**config.mk**
```make
export PLATFORM = sky130hd
export DESIGN_NAME = array_binary_tree_insert
export DESIGN_NICKNAME = d
export VERILOG_FILES = /design/src/hdl/abti_pkg.sv /design/src/hdl/array_binary_tree_insert.sv /design/src/hdl/abti_ram.sv
export SDC_FILE = /design/constraint.sdc
export NUM_CORES = 1
export LEC_CHECK = 0
export BUFFER_PORTS_ARGS = -buffer_cell sky130_fd_sc_hd__buf_2
export CORE_MARGIN = 5
export CORE_UTILIZATION = 55
export CTS_CLUSTER_DIAMETER = 120
export DETAILED_ROUTE_END_ITERATION = 7
export GPL_TIMING_DRIVEN = 0
export PLACE_DENSITY_LB_ADDON = 0.15
export SYNTH_ARGS = -nofsm -noshare
export SYNTH_HDL_FRONTEND = slang
export SYNTH_SLANG_ARGS = --single-unit
```
**constraint.sdc**
```tcl
create_clock -name clk_i -period 6.2 [get_ports clk_i]
set_input_delay 0.62 -clock clk_i [delete_from_list [all_inputs] [get_ports clk_i]]
set_output_delay 0.62 -clock clk_i [all_outputs]
set_load 0.005 [all_outputs]
```
**src/hdl/abti_pkg.sv**
```systemverilog
// Shared constants and types for the array binary tree insert block.
package abti_pkg;

  localparam int unsigned SLOTS   = 32;
  localparam int unsigned IDX_W   = $clog2(SLOTS);
  localparam int unsigned CNT_W   = IDX_W + 1;
  localparam int unsigned CHILD_W = IDX_W + 2;
  localparam int unsigned EXT_W   = 12;
  localparam int unsigned VAL_W   = 8;

  typedef enum logic [2:0] {
    ST_CLEAR,
    ST_IDLE,
    ST_READ,
    ST_SCAN,
    ST_CHILD
  } state_e;

  typedef enum logic [1:0] {
    OP_SET_ROOT  = 2'd0,
    OP_INS_LEFT  = 2'd1,
    OP_INS_RIGHT = 2'd2,
    OP_READ      = 2'd3
  } opcode_e;

  typedef enum logic [2:0] {
    STS_OK           = 3'd0,
    STS_ROOT_EXISTS  = 3'd1,
    STS_CHILD_EXISTS = 3'd2,
    STS_NO_PARENT    = 3'd3,
    STS_RANGE        = 3'd4,
    STS_INVALID      = 3'd5
  } status_e;

endpackage

```
**src/hdl/array_binary_tree_insert.sv**
```systemverilog
// Set root and rejected items finish in idle; a read passes ST_READ; an insert scans, then ST_CHILD.
// An insert scans the slot memory one entry per cycle from slot 0 through the single
// read port. Busy drops as the result appears; no new item is taken while busy is high.
// After reset a clearing pass writes zero to all SLOTS entries (busy high).
// Each result is shown for one cycle with done_o; the receiver cannot stall.
module array_binary_tree_insert
  import abti_pkg::*;
(
  input  logic              clk_i,
  input  logic              rst_ni,
  input  logic              start,
  output logic              busy,
  input  logic [1:0]        opcode_i,
  input  logic [VAL_W-1:0]  node_value_i,
  input  logic [VAL_W-1:0]  parent_key_i,
  input  logic [4:0]        slot_index_i,
  output logic              done_o,
  output logic [2:0]        status_o,
  output logic [VAL_W-1:0]  slot_value_o,
  output logic [4:0]        position_o,
  output logic              tree_present_o
);

  state_e             state_q, state_d;
  logic [CNT_W-1:0]   cnt_q, cnt_d;
  logic               chk_q, chk_d;
  logic [IDX_W-1:0]   chk_addr_q, chk_addr_d;
  opcode_e            op_q, op_d;
  logic [VAL_W-1:0]   val_q, val_d;
  logic [VAL_W-1:0]   key_q, key_d;
  logic [4:0]         idx_q, idx_d;
  logic [CHILD_W-1:0] child_q, child_d;
  logic               root_q, root_d;
  logic               done_q, done_d;
  status_e            status_q, status_d;
  logic [VAL_W-1:0]   value_q, value_d;
  logic [4:0]         pos_q, pos_d;
  logic               present_q, present_d;

  logic               ram_we;
  logic [IDX_W-1:0]   ram_waddr;
  logic [VAL_W-1:0]   ram_wdata;
  logic [IDX_W-1:0]   ram_raddr;
  logic [VAL_W-1:0]   ram_rdata;

  opcode_e            op_in;
  logic               accept;
  logic               rd_range;
  logic [EXT_W-1:0]   idx_ext;
  logic               issue;
  logic               match;
  logic               last;
  logic [CHILD_W-1:0] child_w;
  logic [EXT_W-1:0]   child_ext;
  logic [EXT_W-1:0]   child_q_ext;
  logic               child_range;

  assign op_in       = opcode_e'(opcode_i);
  assign accept      = start && (state_q == ST_IDLE);
  assign busy        = (state_q != ST_IDLE);
  assign idx_ext     = EXT_W'(slot_index_i);
  assign rd_range    = (idx_ext >= EXT_W'(SLOTS));
  assign issue       = (cnt_q < CNT_W'(SLOTS));
  assign match       = chk_q && (ram_rdata == key_q);
  assign last        = chk_q && (chk_addr_q == IDX_W'(SLOTS - 1));
  // Left child sits at 2i+1, right child at 2i+2.
  assign child_w     = {1'b0, chk_addr_q, 1'b0}
                     + ((op_q == OP_INS_LEFT) ? CHILD_W'(1) : CHILD_W'(2));
  assign child_ext   = EXT_W'(child_w);
  assign child_q_ext = EXT_W'(child_q);
  assign child_range = (child_ext >= EXT_W'(SLOTS));

  abti_ram #(
    .WIDTH (VAL_W),
    .DEPTH (SLOTS)
  ) u_slots (
    .clk_i   (clk_i),
    .we_i    (ram_we),
    .waddr_i (ram_waddr),
    .wdata_i (ram_wdata),
    .raddr_i (ram_raddr),
    .rdata_o (ram_rdata)
  );

  // Next state.
  always_comb begin
    state_d = state_q;
    unique case (state_q)
      ST_CLEAR: begin
        if (cnt_q == CNT_W'(SLOTS - 1)) begin
          state_d = ST_IDLE;
        end
      end
      ST_IDLE: begin
        if (accept) begin
          unique case (op_in)
            OP_SET_ROOT: state_d = ST_IDLE;
            OP_INS_LEFT, OP_INS_RIGHT: begin
              if (node_value_i != '0 && parent_key_i != '0) begin
                state_d = ST_SCAN;
              end
            end
            OP_READ: begin
              if (!rd_range) begin
                state_d = ST_READ;
              end
            end
            default: state_d = ST_IDLE;
          endcase
        end
      end
      ST_READ:  state_d = ST_IDLE;
      ST_SCAN: begin
        if (match) begin
          state_d = child_range ? ST_IDLE : ST_CHILD;
        end else if (last) begin
          state_d = ST_IDLE;
        end
      end
      ST_CHILD: state_d = ST_IDLE;
      default:  state_d = ST_IDLE;
    endcase
  end

  // Datapath, memory control and result registers.
  always_comb begin
    cnt_d      = cnt_q;
    chk_d      = 1'b0;
    chk_addr_d = chk_addr_q;
    op_d       = op_q;
    val_d      = val_q;
    key_d      = key_q;
    idx_d      = idx_q;
    child_d    = child_q;
    root_d     = root_q;
    done_d     = 1'b0;
    status_d   = status_q;
    value_d    = '0;
    pos_d      = '0;
    present_d  = present_q;
    ram_we     = 1'b0;
    ram_waddr  = cnt_q[IDX_W-1:0];
    ram_wdata  = '0;
    ram_raddr  = cnt_q[IDX_W-1:0];

    unique case (state_q)
      ST_CLEAR: begin
        ram_we = 1'b1;
        cnt_d  = cnt_q + CNT_W'(1);
      end
      ST_IDLE: begin
        if (accept) begin
          op_d  = op_in;
          val_d = node_value_i;
          key_d = parent_key_i;
          idx_d = slot_index_i;
          cnt_d = '0;
          ram_raddr = idx_ext[IDX_W-1:0];
          unique case (op_in)
            OP_SET_ROOT: begin
              done_d = 1'b1;
              if (node_value_i == '0) begin
                status_d = STS_INVALID;
              end else if (root_q) begin
                status_d = STS_ROOT_EXISTS;
              end else begin
                status_d  = STS_OK;
                ram_we    = 1'b1;
                ram_waddr = '0;
                ram_wdata = node_value_i;
                root_d    = 1'b1;
              end
              present_d = root_d;
            end
            OP_INS_LEFT, OP_INS_RIGHT: begin
              if (node_value_i == '0 || parent_key_i == '0) begin
                done_d    = 1'b1;
                status_d  = STS_INVALID;
                present_d = root_q;
              end
            end
            OP_READ: begin
              if (rd_range) begin
                done_d    = 1'b1;
                status_d  = STS_RANGE;
                present_d = root_q;
              end
            end
            default: ;
          endcase
        end
      end
      ST_READ: begin
        done_d    = 1'b1;
        status_d  = STS_OK;
        value_d   = ram_rdata;
        pos_d     = idx_q;
        present_d = root_q;
      end
      ST_SCAN: begin
        if (match) begin
          child_d   = child_w;
          ram_raddr = child_w[IDX_W-1:0];
          if (child_range) begin
            done_d    = 1'b1;
            status_d  = STS_RANGE;
            present_d = root_q;
          end
        end else if (last) begin
          done_d    = 1'b1;
          status_d  = STS_NO_PARENT;
          present_d = root_q;
        end else begin
          chk_d      = issue;
          chk_addr_d = cnt_q[IDX_W-1:0];
          if (issue) begin
            cnt_d = cnt_q + CNT_W'(1);
          end
        end
      end
      ST_CHILD: begin
        done_d    = 1'b1;
        present_d = root_q;
        if (ram_rdata != '0) begin
          status_d = STS_CHILD_EXISTS;
        end else begin
          status_d  = STS_OK;
          ram_we    = 1'b1;
          ram_waddr = child_q[IDX_W-1:0];
          ram_wdata = val_q;
          pos_d     = child_q_ext[4:0];
        end
      end
      default: ;
    endcase
  end

  always_ff @(posedge clk_i or negedge rst_ni) begin
    if (!rst_ni) begin
      state_q   <= ST_CLEAR;
      cnt_q     <= '0;
      chk_q     <= 1'b0;
      root_q    <= 1'b0;
      done_q    <= 1'b0;
      present_q <= 1'b0;
    end else begin
      state_q   <= state_d;
      cnt_q     <= cnt_d;
      chk_q     <= chk_d;
      root_q    <= root_d;
      done_q    <= done_d;
      present_q <= present_d;
    end
  end

  always_ff @(posedge clk_i) begin
    chk_addr_q <= chk_addr_d;
    op_q       <= op_d;
    val_q      <= val_d;
    key_q      <= key_d;
    idx_q      <= idx_d;
    child_q    <= child_d;
    status_q   <= status_d;
    value_q    <= value_d;
    pos_q      <= pos_d;
  end

  assign done_o         = done_q;
  assign status_o       = status_q;
  assign slot_value_o   = value_q;
  assign position_o     = pos_q;
  assign tree_present_o = present_q;

endmodule

```
**src/hdl/abti_ram.sv**
```systemverilog
// Generic single-clock RAM with one write port and a registered read port.
module abti_ram #(
  parameter int unsigned WIDTH = 8,
  parameter int unsigned DEPTH = 32
) (
  input  logic                     clk_i,
  input  logic                     we_i,
  input  logic [$clog2(DEPTH)-1:0] waddr_i,
  input  logic [WIDTH-1:0]         wdata_i,
  input  logic [$clog2(DEPTH)-1:0] raddr_i,
  output logic [WIDTH-1:0]         rdata_o
);

  logic [WIDTH-1:0] mem [DEPTH];

  always_ff @(posedge clk_i) begin
    if (we_i) begin
      mem[waddr_i] <= wdata_i;
    end
    rdata_o <= mem[raddr_i];
  end

endmodule
```
==> run summary <==
The flow ran to the end, and the final reports show no timing, DRC or antenna violations. The startpoint type of the worst setup path is a flop. The highest clock frequency the design can meet is 228 MHz. The slew at the pin closest to its max-slew limit came out at 1.46 ns. Of the synthesized area, sequential elements account for 0.715. STA classifies the critical path endpoint as a flop.

The routed wirelength normalized by instance count came out at 22.9 um. The share of final-layout standard cells stronger than drive strength 1 came out at 0.148. The violation count after the first detailed-routing iteration is 854. The instance area at placement is 13,900 um2. The total setup buffers inserted after CTS came out at 0. The die area is 27,400 um2. The detailed placer's ending HPWL is 20.5 mm. In the layout the commonest cells are sky130_fd_sc_hd__edfxtp_1 (292), sky130_fd_sc_hd__nand2_1 (168), sky130_fd_sc_hd__buf_2 (60). The row count is 57. The number of H-tree levels came out at 2.

The total power consumption of the routed design came out at 6650 uW. The mapped cell area is 13,300 um2. The most used flip-flop cell after synthesis is sky130_fd_sc_hd__edfxtp_1. TritonCTS built the clock tree. The least setup slack across all paths after layout is 1.82 ns. The netlist uses 62 different library cells.

Input and output buffers added on the ports amount to 44. The area growth from synthesis to layout is 13.3%. Clock tree synthesis found a total of 326 sinks.

Setup repair after global routing left no endpoint under its margin. The clock edge transition at the registers on the reported setup and hold paths came out at 0.05 ns. The post-synth net total is 978. The final non-filler cell area is 15,100 um2. The clock period minus final worst setup slack came out at 4.38 ns.

The final weighted congestion in routability-driven placement is 0.931. The total via count in the routed design came out at 8,240. The setup clock skew after layout is 0.0227 ns. The count of final setup violators is 0. Buffers inserted to repair hold after CTS numbered 1.

The later-pin clock latency in the skew report came out at 0.52 ns. The average cell area after synthesis is 14.1 um2. The first global-routing pass estimated 47.1 mm of wire. Prior to clock tree synthesis, the placed netlist has a worst setup slack of 1.93 ns. Leaving out fill and tap cells, the most frequent cell in the layout is sky130_fd_sc_hd__edfxtp_1. The starting utilization of the core area is 0.552. Headroom to the max-slew limit came out at 0.0237. VDD sags by at most 301 uV. The die span in y is 166 um.

The final max-slew violation count is 0. In this run the power density over the cells is 441 nW/um2. The number of iterations in the first detailed-routing pass came out at 5.

The area of the core came out at 24,100 um2. The number of max-cap violations came out at 0. The count of nets left with antenna violations once routing finished came out at 0. The cell count after synthesis came out at 946. The global route total overflow came out at 0. The data required time of the critical path came out at 6.33 ns. The final total negative setup slack came out at 0 ns. In this run the worst hold path is classified as input pin to flop.

The width of the chip is 166 um. The pin count of the biggest net entering global routing is 33. The count of warnings emitted by yosys came out at 0. For this run, asynchronously set or reset flops after synthesis account for 0.0399. The global router's overall resource usage came out at 0.232. The number of hold-slack violations in the final timing report was 0. The number of antenna diodes in the final layout is 0. The number of nets in the layout came out at 1,060. The flip-flop and latch count after synthesis is 326.

The static leakage came out at 0.00513 uW. Final hold analysis gives a worst-case slack of 0.310 ns. The via count of the first global-routing pass is 7,869.

Of all nets on the critical path, the largest fanout is 10. The worst setup path is of the flop to flop kind. In the routed layout, each cell is associated on average with a via count of 5.98.

The root buffer cell chosen for the clock tree is sky130_fd_sc_hd__clkbuf_16. The number of antenna violations at the first check in global routing came to 0. In this run, synthesis inferred 292 flip-flops with an integrated enable.

The number of gates given a new drive strength after cts is 0. The number of buffers inserted during clock tree synthesis came out at 35. The arrival time of data at the critical path endpoint came out at 4.51 ns.

The final critical-path share of the clock period is 0.706. For this run, design rule violations remaining after detail routing come to 0. The maximum buffer depth of the clock tree came out at 3.

The routed design has 31.6 mm of wire. The I/O pin count came out at 45.
path summary, 6_finish.rpt:
check	startpoint	endpoint	slack [ns]	cells after the start
setup / recovery	state_q[1]	u_slots.mem[14][6]	1.82	10
hold / removal	parent_key_i[2]	key_q[2]	0.31	1
setup reg to reg	state_q[1]	u_slots.mem[14][6]	1.82	10
hold reg to reg	idx_q[2]	position_o[2]	0.44	2
max in group asynchronous	rst_ni	state_q[2]	5.44	2
min in group asynchronous	rst_ni	cnt_q[1]	0.54	2
cells in the mapped netlist (6+ instances only):
master,n,area [um2]
sky130_fd_sc_hd__edfxtp_1,292,8770
sky130_fd_sc_hd__nand2_1,168,631
sky130_fd_sc_hd__nor2_1,47,176
sky130_fd_sc_hd__a21oi_1,42,210
sky130_fd_sc_hd__mux2i_1,41,410
sky130_fd_sc_hd__and3_1,25,156
sky130_fd_sc_hd__a31oi_1,22,138
sky130_fd_sc_hd__a22oi_1,21,158
sky130_fd_sc_hd__dfxtp_1,21,420
sky130_fd_sc_hd__mux2_2,20,225
sky130_fd_sc_hd__a211oi_1,18,135
sky130_fd_sc_hd__nand3_1,18,90.1
sky130_fd_sc_hd__buf_2,16,80.1
sky130_fd_sc_hd__o22ai_1,16,100
sky130_fd_sc_hd__clkbuf_1,14,52.6
sky130_fd_sc_hd__a22o_1,13,114
sky130_fd_sc_hd__dfrtp_1,13,325
sky130_fd_sc_hd__nor2b_1,12,75.1
sky130_fd_sc_hd__nor4_1,12,75.1
sky130_fd_sc_hd__and2_1,10,62.6
sky130_fd_sc_hd__inv_1,8,30.0
sky130_fd_sc_hd__o21ai_0,8,40.0
sky130_fd_sc_hd__a2111oi_0,7,61.3
sky130_fd_sc_hd__buf_4,6,45.0
sky130_fd_sc_hd__ha_1,6,75.1
sky130_fd_sc_hd__xnor2_1,6,52.6
report_power, final:
| group | switching, uW | total [uW] | internal, uW |
|---|---|---|---|
| logic | 1290 | 1990 | 697 |
| clock network | 803 | 2060 | 1260 |
| registers | 90.1 | 2600 | 2510 |
| total | 2190 | 6650 | 4460 |
cells by family after synthesis:
kind of cell,synth area share
DFF,0.715
and+or+nand+nor,0.111
AOI/OAI and AO/OA,0.0909
muxes,0.0477
buffers and inverters,0.0201
xor gates and xnor gates,0.0102
adders and majority gates,0.00564
sequential cells by signal, summed over array words and instances (netlist names), 6 cells and up:
signal and count:
u_slots.rdata_o 8, key_q 8, val_q 8, u_slots.mem 256, slot_value_o 8, cnt_q 6
final cells by class:
cell class	instances	area, um2
Buffer	42	238
Sequential cell	326	9510
Clock buffer	47	963
Fill cell	1839	9020
Inverter	8	30.0
Clock inverter	16	174
Multi-Input combinational cell	570	3530
Tap cell	324	405
Timing Repair Buffer	45	230
stage by stage:
stage	utilization	std cells
after floorplan	-	946
after global placement	0.578	1314
after detailed placement	0.578	1314
after CTS	0.626	1378
after global routing	0.626	1378
final	0.626	1378
layer usage:
| layer | GRT usage | vias up | share of wire |
|---|---|---|---|
| li1 | - | 3768 | - |
| met1 | 0.328 | 4033 | 0.42 |
| met2 | 0.362 | 372 | 0.46 |
| met3 | 0.0459 | 67 | 0.083 |
| met4 | 0.0810 | 0 | 0.031 |
| met5 | 0 | - | 0 |
worst max-delay path: stages (launching register included):
cell,delay (ns)
sky130_fd_sc_hd__dfrtp_1,0.39
sky130_fd_sc_hd__nor3b_2,0.51
sky130_fd_sc_hd__nand2_1,0.23
sky130_fd_sc_hd__nor3b_2,0.65
sky130_fd_sc_hd__a21oi_1,0.14
sky130_fd_sc_hd__or2_2,0.29
sky130_fd_sc_hd__clkbuf_1,0.22
sky130_fd_sc_hd__a22oi_1,0.23
sky130_fd_sc_hd__nor2b_1,0.22
sky130_fd_sc_hd__nand2_1,0.38
sky130_fd_sc_hd__nor2_1,0.75
Power figures use the tool's default switching activity.
